===== src/rtl/core/binary_cross_entropy_loss_assert.svh =====
// ----------------------------------------------------------------------------
// Binary cross-entropy loss assertion macros
// Implication checks on the block's clock with active-low reset
// ----------------------------------------------------------------------------
`ifndef BINARY_CROSS_ENTROPY_LOSS_ASSERT_SVH
`define BINARY_CROSS_ENTROPY_LOSS_ASSERT_SVH

// same-cycle implication
`define BCE_ASSERT_IMP(lbl, clk, rstn, ante, cons) \
  lbl: assert property (@(posedge clk) disable iff (!(rstn)) (ante) |-> (cons)) \
    else $error("bce same-cycle check failed");

// next-cycle implication
`define BCE_ASSERT_NXT(lbl, clk, rstn, ante, cons) \
  lbl: assert property (@(posedge clk) disable iff (!(rstn)) (ante) |=> (cons)) \
    else $error("bce next-cycle check failed");

`endif


===== src/rtl/core/bce_pkg.sv =====
// ----------------------------------------------------------------------------
// bce_pkg
// Shared constants, types and the log2 mantissa table
// ----------------------------------------------------------------------------
package bce_pkg;

  localparam int COUNT_BITS     = 24;
  localparam int LOG_TABLE_BITS = 6;
  localparam int TAB_SIZE       = 1 << LOG_TABLE_BITS;

  localparam int SUM_W   = 48;
  localparam int MAG_W   = 20;
  localparam int LN_W    = 22;
  localparam int TERM_W  = 41;
  localparam int MUL_A_W = 42;
  localparam int MUL_B_W = 18;
  localparam int MUL_P_W = 60;
  localparam int LOSS_W  = 37;
  localparam int DIV_W   = 48;
  localparam int DIV_CNT_W = $clog2(DIV_W + 1);

  localparam logic signed [LN_W-1:0]    LN_EPS_Q16 = -22'sd1810827;
  localparam logic signed [MUL_B_W-1:0] LN2_Q16    = 18'sd45426;
  localparam logic [15:0]               ONE_Q15    = 16'd32768;
  localparam logic signed [15:0]        W_ONE      = 16'sd256;

  // configuration register indexes
  localparam logic [1:0] CFG_REDUCTION = 2'd0;
  localparam logic [1:0] CFG_WEIGHT    = 2'd1;

  // reduction modes
  localparam logic [1:0] RED_NONE = 2'd0;
  localparam logic [1:0] RED_SUM  = 2'd1;

  typedef logic [15:0] log_tab_t [TAB_SIZE];

  // log2(m / 2^T) in Q16, truncated, by repeated squaring
  function automatic logic [15:0] tab_entry(input int m);
    longint unsigned z;
    logic [15:0]     r;
    z = longint'(m) << (30 - LOG_TABLE_BITS);
    r = '0;
    for (int k = 15; k >= 0; k--) begin
      z = (z * z) >> 30;
      if (z >= (64'd1 << 31)) begin
        z = z >> 1;
        r[k] = 1'b1;
      end
    end
    return r;
  endfunction

  function automatic log_tab_t build_tab();
    log_tab_t t;
    for (int i = 0; i < TAB_SIZE; i++) begin
      t[i] = tab_entry(TAB_SIZE + i);
    end
    return t;
  endfunction

  localparam log_tab_t LOG_TAB = build_tab();

endpackage


===== src/rtl/core/bce_log.sv =====
// ----------------------------------------------------------------------------
// bce_log
// Log2 magnitude of a Q1.15 value: leading-one position plus mantissa table
// ----------------------------------------------------------------------------
module bce_log (
  input  logic [15:0]              val_i,
  output logic [bce_pkg::MAG_W-1:0] mag_o
);
  import bce_pkg::*;

  logic [3:0]                pos;
  logic [15:0]               norm;
  logic [LOG_TABLE_BITS-1:0] idx;

  // leading-one search
  always_comb begin
    pos = '0;
    for (int i = 1; i < 16; i++) begin
      if (val_i[i]) pos = 4'(i);
    end
  end

  // normalise and pick mantissa index
  assign norm = val_i << (4'd15 - pos);
  assign idx  = norm[14 -: LOG_TABLE_BITS];

  // (15 - p) * 2^16 - table entry
  assign mag_o = {MAG_W'(4'd15 - pos) << 16} - MAG_W'(LOG_TAB[idx]);

endmodule


===== src/rtl/core/bce_div.sv =====
// ----------------------------------------------------------------------------
// bce_div
// Restoring divider, one quotient bit per cycle
// ----------------------------------------------------------------------------
module bce_div (
  input  logic                           clk_i,
  input  logic                           rst_ni,
  input  logic                           start_i,
  input  logic [bce_pkg::DIV_W-1:0]      dividend_i,
  input  logic [bce_pkg::COUNT_BITS-1:0] divisor_i,
  output logic                           busy_o,
  output logic                           done_o,
  output logic [bce_pkg::DIV_W-1:0]      quotient_o
);
  import bce_pkg::*;

  logic [DIV_W-1:0]      quo_q, quo_d;
  logic [COUNT_BITS-1:0] rem_q, rem_d, dvs_q;
  logic [DIV_CNT_W-1:0]  cnt_q, cnt_d;
  logic                  busy_q, busy_d, done_q, done_d;
  logic [COUNT_BITS:0]   trial;
  logic                  fits;

  // trial subtract of the shifted remainder
  assign trial = {rem_q, quo_q[DIV_W-1]};
  assign fits  = trial >= {1'b0, dvs_q};

  always_comb begin
    quo_d  = quo_q;
    rem_d  = rem_q;
    cnt_d  = cnt_q;
    busy_d = busy_q;
    done_d = 1'b0;
    if (start_i) begin
      quo_d  = dividend_i;
      rem_d  = '0;
      cnt_d  = '0;
      busy_d = 1'b1;
    end else if (busy_q) begin
      rem_d = fits ? COUNT_BITS'(trial - {1'b0, dvs_q}) : trial[COUNT_BITS-1:0];
      quo_d = {quo_q[DIV_W-2:0], fits};
      cnt_d = cnt_q + 1'b1;
      if (cnt_q == DIV_CNT_W'(DIV_W - 1)) begin
        busy_d = 1'b0;
        done_d = 1'b1;
      end
    end
  end

  always_ff @(posedge clk_i or negedge rst_ni) begin
    if (!rst_ni) begin
      busy_q <= 1'b0;
      done_q <= 1'b0;
      cnt_q  <= '0;
    end else begin
      busy_q <= busy_d;
      done_q <= done_d;
      cnt_q  <= cnt_d;
    end
  end

  always_ff @(posedge clk_i) begin
    quo_q <= quo_d;
    rem_q <= rem_d;
    if (start_i) dvs_q <= divisor_i;
  end

  assign busy_o     = busy_q;
  assign done_o     = done_q;
  assign quotient_o = quo_q;

endmodule


===== src/rtl/core/binary_cross_entropy_loss.sv =====
// ----------------------------------------------------------------------------
// binary_cross_entropy_loss
// Fixed-point binary cross-entropy over a stream, with none/sum/mean reduction
// ----------------------------------------------------------------------------
// Usage: a word (prob, target_value, elem_weight, last_elem) is taken when
// in_valid_i is high and in_stall_o is low. Results leave on the output
// channel (loss_value_o, range_error_o) when out_valid_o is high and
// out_stall_i is low. Registers are written through cfg_valid_i/cfg_ready_o
// (index 0 reduction mode, index 1 weight enable); the user must write them
// only while the block is idle, which the block itself does not enforce.
// Each word passes through one shared 42x18 multiplier and one log unit in
// steps (two logs, two target products, term sum, weight product,
// accumulate). A word that gives a result then takes the output step, and
// the next word is taken once the sequencer is back in idle, as after a
// word that gives none. In mean mode the last word also runs the divider,
// one quotient bit a cycle, before the output step.
// In none mode every word gives a result; in sum and mean modes only the
// word marked last does. The output register holds a result while the
// receiver stalls, and the sequencer waits in its output step until it is
// free. Reset clears the sum, count, error flag and configuration.
// ----------------------------------------------------------------------------
module binary_cross_entropy_loss (
  input  logic                               clk_i,
  input  logic                               rst_ni,
  input  logic                               cfg_valid_i,
  output logic                               cfg_ready_o,
  input  logic [1:0]                         cfg_index_i,
  input  logic [1:0]                         cfg_data_i,
  input  logic                               in_valid_i,
  output logic                               in_stall_o,
  input  logic [15:0]                        prob_i,
  input  logic [15:0]                        target_value_i,
  input  logic signed [15:0]                 elem_weight_i,
  input  logic                               last_elem_i,
  output logic                               out_valid_o,
  input  logic                               out_stall_i,
  output logic signed [bce_pkg::SUM_W-1:0]   loss_value_o,
  output logic                               range_error_o
);
  import bce_pkg::*;
  `include "binary_cross_entropy_loss_assert.svh"

  typedef enum logic [9:0] {
    S_IDLE = 10'b0000000001,
    S_LNX  = 10'b0000000010,
    S_LN1X = 10'b0000000100,
    S_TX   = 10'b0000001000,
    S_T1X  = 10'b0000010000,
    S_SUM  = 10'b0000100000,
    S_WGT  = 10'b0001000000,
    S_ACC  = 10'b0010000000,
    S_DIV  = 10'b0100000000,
    S_OUT  = 10'b1000000000
  } state_e;

  state_e state_q, state_d;

  logic [1:0]  mode_q;
  logic        usew_q;
  logic [15:0] x_q, y_q;
  logic signed [15:0] w_q;
  logic        last_q;

  logic signed [LN_W-1:0]    lnx_q, ln1x_q;
  logic signed [TERM_W-1:0]  term_q;
  logic signed [MUL_P_W-1:0] prod_q;
  logic signed [SUM_W-1:0]   sum_q, res_q, out_q;
  logic [COUNT_BITS-1:0]     cnt_q;
  logic                      err_q, res_err_q, out_err_q, out_valid_q, neg_q;

  logic                      in_acc, out_free;
  logic [15:0]               log_in;
  logic [MAG_W-1:0]          log_mag;
  logic signed [MUL_A_W-1:0] mul_a;
  logic signed [MUL_B_W-1:0] mul_b;
  logic signed [MUL_P_W-1:0] mul_p;
  logic signed [LN_W-1:0]    ln_now;
  logic [MAG_W+16:0]         ln_rnd;
  logic signed [LOSS_W-1:0]  loss;
  logic signed [SUM_W:0]     sum_wide;
  logic signed [SUM_W-1:0]   sum_new;
  logic [COUNT_BITS-1:0]     cnt_new;
  logic [SUM_W-1:0]          sum_mag;
  logic                      div_start, div_busy, div_done;
  logic [DIV_W-1:0]          div_quo;

  assign cfg_ready_o = 1'b1;
  assign in_stall_o  = (state_q != S_IDLE);
  assign in_acc      = in_valid_i & ~in_stall_o;
  assign out_free    = ~out_valid_q | ~out_stall_i;

  // configuration registers
  always_ff @(posedge clk_i or negedge rst_ni) begin
    if (!rst_ni) begin
      mode_q <= RED_NONE;
      usew_q <= 1'b0;
    end else if (cfg_valid_i) begin
      unique case (cfg_index_i)
        CFG_REDUCTION: mode_q <= cfg_data_i;
        CFG_WEIGHT:    usew_q <= cfg_data_i[0];
        default:       ;
      endcase
    end
  end

  // shared log unit: x first, then 1 - x
  assign log_in = (state_q == S_LNX) ? x_q : ONE_Q15 - x_q;

  bce_log u_log (
    .val_i (log_in),
    .mag_o (log_mag)
  );

  // ln from registered mag * ln2, rounded half up
  assign ln_rnd = prod_q[MAG_W+16:0] + (MAG_W+17)'(32768);
  assign ln_now = -LN_W'($signed({1'b0, ln_rnd[MAG_W+16:16]}));

  // shared multiplier operand selection
  always_comb begin
    mul_a = '0;
    mul_b = '0;
    unique case (state_q)
      S_LNX, S_LN1X: begin
        mul_a = MUL_A_W'($signed({1'b0, log_mag}));
        mul_b = LN2_Q16;
      end
      S_TX: begin
        mul_a = MUL_A_W'(lnx_q);
        mul_b = MUL_B_W'($signed({1'b0, y_q}));
      end
      S_T1X: begin
        mul_a = MUL_A_W'(ln1x_q);
        mul_b = MUL_B_W'($signed({1'b0, ONE_Q15}) - $signed({1'b0, y_q}));
      end
      S_WGT: begin
        mul_a = MUL_A_W'(term_q);
        mul_b = -MUL_B_W'(w_q);
      end
      default: ;
    endcase
  end
  assign mul_p = mul_a * mul_b;

  // loss rounding, accumulation with saturation
  assign loss     = LOSS_W'((prod_q + MUL_P_W'(64'sd1 << 22)) >>> 23);
  assign sum_wide = (SUM_W+1)'(sum_q) + (SUM_W+1)'(loss);
  always_comb begin
    if (sum_wide[SUM_W] != sum_wide[SUM_W-1])
      sum_new = sum_wide[SUM_W] ? {1'b1, {(SUM_W-1){1'b0}}} : {1'b0, {(SUM_W-1){1'b1}}};
    else
      sum_new = sum_wide[SUM_W-1:0];
  end
  assign cnt_new  = (&cnt_q) ? cnt_q : cnt_q + 1'b1;
  assign sum_mag  = sum_new[SUM_W-1] ? SUM_W'(-sum_new) : SUM_W'(sum_new);
  assign div_start = (state_q == S_ACC) & last_q & mode_q[1];

  bce_div u_div (
    .clk_i      (clk_i),
    .rst_ni     (rst_ni),
    .start_i    (div_start),
    .dividend_i (sum_mag + DIV_W'(cnt_new >> 1)),
    .divisor_i  (cnt_new),
    .busy_o     (div_busy),
    .done_o     (div_done),
    .quotient_o (div_quo)
  );

  // sequencer
  always_comb begin
    state_d = state_q;
    unique case (state_q)
      S_IDLE: if (in_acc) state_d = S_LNX;
      S_LNX:  state_d = S_LN1X;
      S_LN1X: state_d = S_TX;
      S_TX:   state_d = S_T1X;
      S_T1X:  state_d = S_SUM;
      S_SUM:  state_d = S_WGT;
      S_WGT:  state_d = S_ACC;
      S_ACC: begin
        if (mode_q == RED_NONE)  state_d = S_OUT;
        else if (!last_q)        state_d = S_IDLE;
        else if (mode_q[1])      state_d = S_DIV;
        else                     state_d = S_OUT;
      end
      S_DIV:  if (div_done) state_d = S_OUT;
      S_OUT:  if (out_free) state_d = S_IDLE;
      default: state_d = S_IDLE;
    endcase
  end

  // control state
  always_ff @(posedge clk_i or negedge rst_ni) begin
    if (!rst_ni) begin
      state_q     <= S_IDLE;
      sum_q       <= '0;
      cnt_q       <= '0;
      err_q       <= 1'b0;
      out_valid_q <= 1'b0;
    end else begin
      state_q <= state_d;
      if (in_acc && prob_i > ONE_Q15) err_q <= 1'b1;
      if (state_q == S_ACC) begin
        sum_q <= last_q ? '0 : sum_new;
        cnt_q <= last_q ? '0 : cnt_new;
        if (last_q) err_q <= 1'b0;
      end
      if (state_q == S_OUT && out_free) out_valid_q <= 1'b1;
      else if (!out_stall_i)            out_valid_q <= 1'b0;
    end
  end

  // datapath registers
  always_ff @(posedge clk_i) begin
    if (in_acc) begin
      x_q    <= (prob_i > ONE_Q15) ? ONE_Q15 : prob_i;
      y_q    <= target_value_i;
      w_q    <= usew_q ? elem_weight_i : W_ONE;
      last_q <= last_elem_i;
    end
    prod_q <= mul_p;
    if (state_q == S_LN1X) lnx_q  <= (x_q == '0) ? LN_EPS_Q16 : ln_now;
    if (state_q == S_TX)   ln1x_q <= (x_q == ONE_Q15) ? LN_EPS_Q16 : ln_now;
    if (state_q == S_T1X)  term_q <= TERM_W'(prod_q);
    if (state_q == S_SUM)  term_q <= term_q + TERM_W'(prod_q);
    if (state_q == S_ACC) begin
      res_err_q <= err_q;
      neg_q     <= sum_new[SUM_W-1];
      res_q     <= (mode_q == RED_NONE) ? SUM_W'(loss) : sum_new;
    end
    if (state_q == S_DIV && div_done)
      res_q <= neg_q ? SUM_W'(-div_quo) : SUM_W'(div_quo);
    if (state_q == S_OUT && out_free) begin
      out_q     <= res_q;
      out_err_q <= res_err_q;
    end
  end

  assign out_valid_o   = out_valid_q;
  assign loss_value_o  = out_q;
  assign range_error_o = out_err_q;

  // checks
  `BCE_ASSERT_NXT(a_accept_starts, clk_i, rst_ni, in_acc, state_q == S_LNX)
  `BCE_ASSERT_IMP(a_div_idle_start, clk_i, rst_ni, div_start, !div_busy)
  `BCE_ASSERT_IMP(a_done_in_div, clk_i, rst_ni, div_done, state_q == S_DIV)
  `BCE_ASSERT_NXT(a_out_loaded, clk_i, rst_ni, state_q == S_OUT && out_free,
                  out_valid_q && state_q == S_IDLE)

endmodule

===== config.mk =====
export PLATFORM = sky130hd
export DESIGN_NAME = binary_cross_entropy_loss
export DESIGN_NICKNAME = d
export VERILOG_FILES = /design/src/rtl/core/bce_pkg.sv /design/src/rtl/core/bce_log.sv /design/src/rtl/core/bce_div.sv /design/src/rtl/core/binary_cross_entropy_loss.sv
export VERILOG_INCLUDE_DIRS = /design/src /design/src/rtl/core
export SDC_FILE = /design/constraint.sdc
export NUM_CORES = 2
export LEC_CHECK = 0
export ABC_AREA = 1
export BUFFER_PORTS_ARGS = -buffer_cell sky130_fd_sc_hd__buf_4
export CORE_UTILIZATION = 54
export CTS_CLUSTER_SIZE = 10
export DETAILED_ROUTE_END_ITERATION = 7
export GPL_TIMING_DRIVEN = 0
export PLACE_DENSITY = 0.81
export SYNTH_ARGS = -nofsm -noshare
export SYNTH_HDL_FRONTEND = slang
export SYNTH_SLANG_ARGS = --single-unit

===== constraint.sdc =====
create_clock -name clk_i -period 13.3 [get_ports clk_i]
set_input_delay 1.995 -clock clk_i [delete_from_list [all_inputs] [get_ports clk_i]]
set_output_delay 1.995 -clock clk_i [all_outputs]
set_load 0.05 [all_outputs]

==> results_dict.tcl <==
set metrics [dict create \
    timing.hold.worst.class "flip-flop to flip-flop" \
    final_core_util_pct 59.0 \
    cts_made_buffers 55 \
    drc 0 \
    syn_avg_cell_area_sq_um 7.80 \
    dpl_cell_area_sq_um 61200 \
    grt_max_degree 96 \
    ant_nets 0 \
    synth_nets 8567 \
    reg2reg_from "x_q[0]" \
    finalSetupViolCount 0 \
    synthesis.area_sq_um 58500 \
    area_growth_syn_to_layout_pct 8.10 \
    maxSlewHeadroom_pct -4.39 \
    die_height_microns 331 \
    synth_edf_count 305 \
    fin_skew_ps 28.9 \
    crit_buf_inv 10 \
    routedWlPerCell_microns 19.9 \
    synthFlopType "edfxtp_1" \
    slew_violations 14 \
    synthTopCellsByArea "fa_1 24%, edfxtp_1 16%, nand2_1 11%" \
    maxCapViolations 2 \
    ys_seq_elements 484 \
    num-fill-cells 9372 \
    cp-end-kind "flip-flop" \
    power_w 0.00871 \
    synth_top_cell_by_area "fa_1" \
    drive_gt1_share_pct 5.28 \
    vias 52500 \
    combPwrFrac_pct 61.5 \
    crit_family "adder cells" \
    final-hold-violation-count 0 \
    clkTransAtPathRegs_ps 60 \
    worstHoldStart "res_q[19]" \
    worst_ir_drop_vdd_v 0.000117 \
    switchingPower_w 0.00458 \
    drt_iter0_drc 5914 \
    port_buffers 108 \
    cts_tree "built" \
    grt_usage_pct 33.5 \
    cp.arrival_ps 13240 \
    clkPwrFrac_pct 16.5 \
    period_minus_slack_ps 12730 \
    p_int_w 0.00413 \
    async_reset_ff_share_pct 19.6 \
    clock_sinks 484 \
    totalWireLength_microns 182000 \
    core_region_area_sq_um 107000 \
    htreeDepth 2 \
    top_level_ports 110 \
    crit_start "x_q[0]" \
    tns_ps 0 \
    sw_frac_of_total_pct 52.6 \
    power-per-cell-area_nw_per_um2 138 \
    p_seq_share_pct 22.0 \
    dp_hpwl_microns 148000 \
    grt_overflow 0 \
    first_global_vias 52300 \
    required_ps 13810 \
    p_leak_nw 31.5 \
    status "finished, violations left" \
    dr.pass1.iters 7 \
    antenna_found_initial 1 \
    crit_fanout 10 \
    die_w_microns 331 \
    cts_buffer_depth 3 \
    cts_root_buf "clkbuf_16" \
    start_util_pct 54.5 \
    fmax_mhz 78.5 \
    gp_congestion 1.05 \
    crit_type "flip-flop to flip-flop" \
    yosysWarningCount 0 \
    worst_slew_pin_slew_ps 1560 \
    netlist_instances 7500 \
    critPathMaxStageDelay_ps 600 \
    dieArea_sq_um 110000 \
    clk_latency_ps 650 \
    drt-vias-per-instance 5.74 \
    critPathLaunchType "flip-flop" \
    ys_seq_area_share_pct 22.6 \
    critPathSlowestCell "fa_1" \
    fin_nets 8753 \
    num_rows 120 \
    grt_pass1_wl_microns 283000 \
    synth_top_area_share_pct 24.2 \
    fin_crit_sh_pct 95.7 \
    synth_cell_types 75 \
    cts_hold_buffers 0 \
    violations "max-capacitance violations, max-slew violations" \
    crit_top_cell "nand2_1" \
    stdcell_area_sq_um 63200 \
]
## routing by layer
layer  share of wire (%)  track usage (%)  vias to the layer above
li1                    -                -                    23900
met1                  38             42.5                    25000
met2                  45             53.1                     3008
met3                  11             7.87                      609
met4                 6.2             17.6                        0
met5                   0                0                        -
## path summary, 6_finish.rpt
path	slack, ps	to	cells after the start
max reg2reg	570	prod_q[55]	60
min in group asynchronous	1130	sum_q[45]	1
max	570	prod_q[55]	60
max in group asynchronous	11410	u_div.cnt_q[4]	2
min reg2reg	410	loss_value_o[19]	0
min	410	loss_value_o[19]	0
## registers in the layout, indices dropped and copies added, names as in the netlist, 41 cells and up
name,cells
loss_value_o,48
prod_q,60
res_q,48
sum_q,48
term_q,41
u_div.quotient_o,48
## worst register-to-register path: cells and delay by family, from the launching register on
kind | cells | cell delay (ps)
XOR/XNOR | 2 | 540
AO/OA/AOI/OAI | 14 | 2690
buffers and inverters | 10 | 1100
flip-flops | 1 | 470
adder cells (fa/ha/maj) | 10 | 4340
AND/OR/NAND/NOR | 24 | 3490
## power by group through the flow
stage               logic, W  registers (W)  clock network [W]
floorplan            0.00355        0.00188                  0
global placement     0.00496        0.00194                  0
detailed placement   0.00504        0.00194                  0
CTS                  0.00511        0.00191            0.00145
global route         0.00578        0.00192            0.00151
finish               0.00536        0.00191            0.00144
## cells in the final DEF, fill, tap and decap left out, types with 11 or more instances in the layout
cell,instances
edfxtp_1,305
a22o_1,19
o211ai_1,19
o21ai_0,405
nand3b_1,12
nand3_1,345
nand3_2,12
nand2_1,1749
nor4_1,21
buf_2,14
dfrtp_1,94
fa_1,706
a21oi_1,408
nand2_2,34
nand2_4,15
dfxtp_1,84
a21o_1,15
nor2_4,11
or2_2,25
a31oi_1,43
o21ai_1,17
xnor2_1,89
nor2_1,515
ha_1,302
inv_2,19
buf_1,19
o22ai_1,32
clkbuf_16,57
buf_4,134
inv_1,1461
nor3_1,78
a21oi_2,12
o31ai_1,13
nand4_1,72
xor2_1,192
buf_6,14
clkinv_1,20
clkbuf_1,217
## through the flow
step	hold WS [ps]	setup WS, ps	std cells
after floorplan	400	2320	7500
after global placement	401	-1080	9011
after detailed placement	405	-1250	9021
after CTS	415	6.60	9128
after global routing	420	-65.1	9136
final	413	569	9139
## synth_stat cells (all sizes together) (9+ instances only)
library cell	n
nor2	536
nand3b	12
clkbuf	175
dfxtp	84
nand3	361
edfxtp	305
o31ai	13
a21oi	421
o22ai	32
dfrtp	94
xnor2	89
a31oi	45
a21o	15
clkinv	22
inv	1481
nand4	72
nor4	23
fa	706
or2	27
buf	61
nor3	83
o21a	9
nand2	1798
a22o	19
ha	303
xor2	196
o211ai	20
o21ai	428
o21bai	10
## repair_timing
| item | in CTS | in global routing |
|---|---|---|
| resized for setup | 8 | 44 |
| pin swaps | 0 | 3 |
| setup endpoints to repair | 19 | 40 |
| buffers inserted | 3 | 7 |
## area by class of cell
| class | count | area [sq um] | share of cell area (%) |
|---|---|---|---|
| diodes | 3 | 7.51 | 0.0119 |
| multi-input cells | 5277 | 38800 | 61.4 |
| inverters | 1503 | 5650 | 8.94 |
| well taps | 1403 | 1760 | 2.78 |
| repair buffers | 129 | 1080 | 1.71 |
| plain buffers | 236 | 1050 | 1.66 |
| flip-flops and latches | 484 | 13200 | 20.9 |
| clock inverters | 3 | 55.1 | 0.0871 |
| clock buffers | 101 | 1600 | 2.53 |
## kinds of logic (layout without fill, tap and decap cells)
family                     Yosys count  after routing  synth area share, %
DFF                                484            484                 22.6
other                                1              4              0.00641
buffers and inverters             1739           1972                 11.4
adders and majority gates         1009           1009                 30.7
and+or+nand+nor                   2932           2932                 21.1
AOI/OAI and AO/OA                 1050           1050                 9.84
xor gates and xnor gates           285            285                 4.31
No activity file was read; power rests on OpenSTA's default activity.
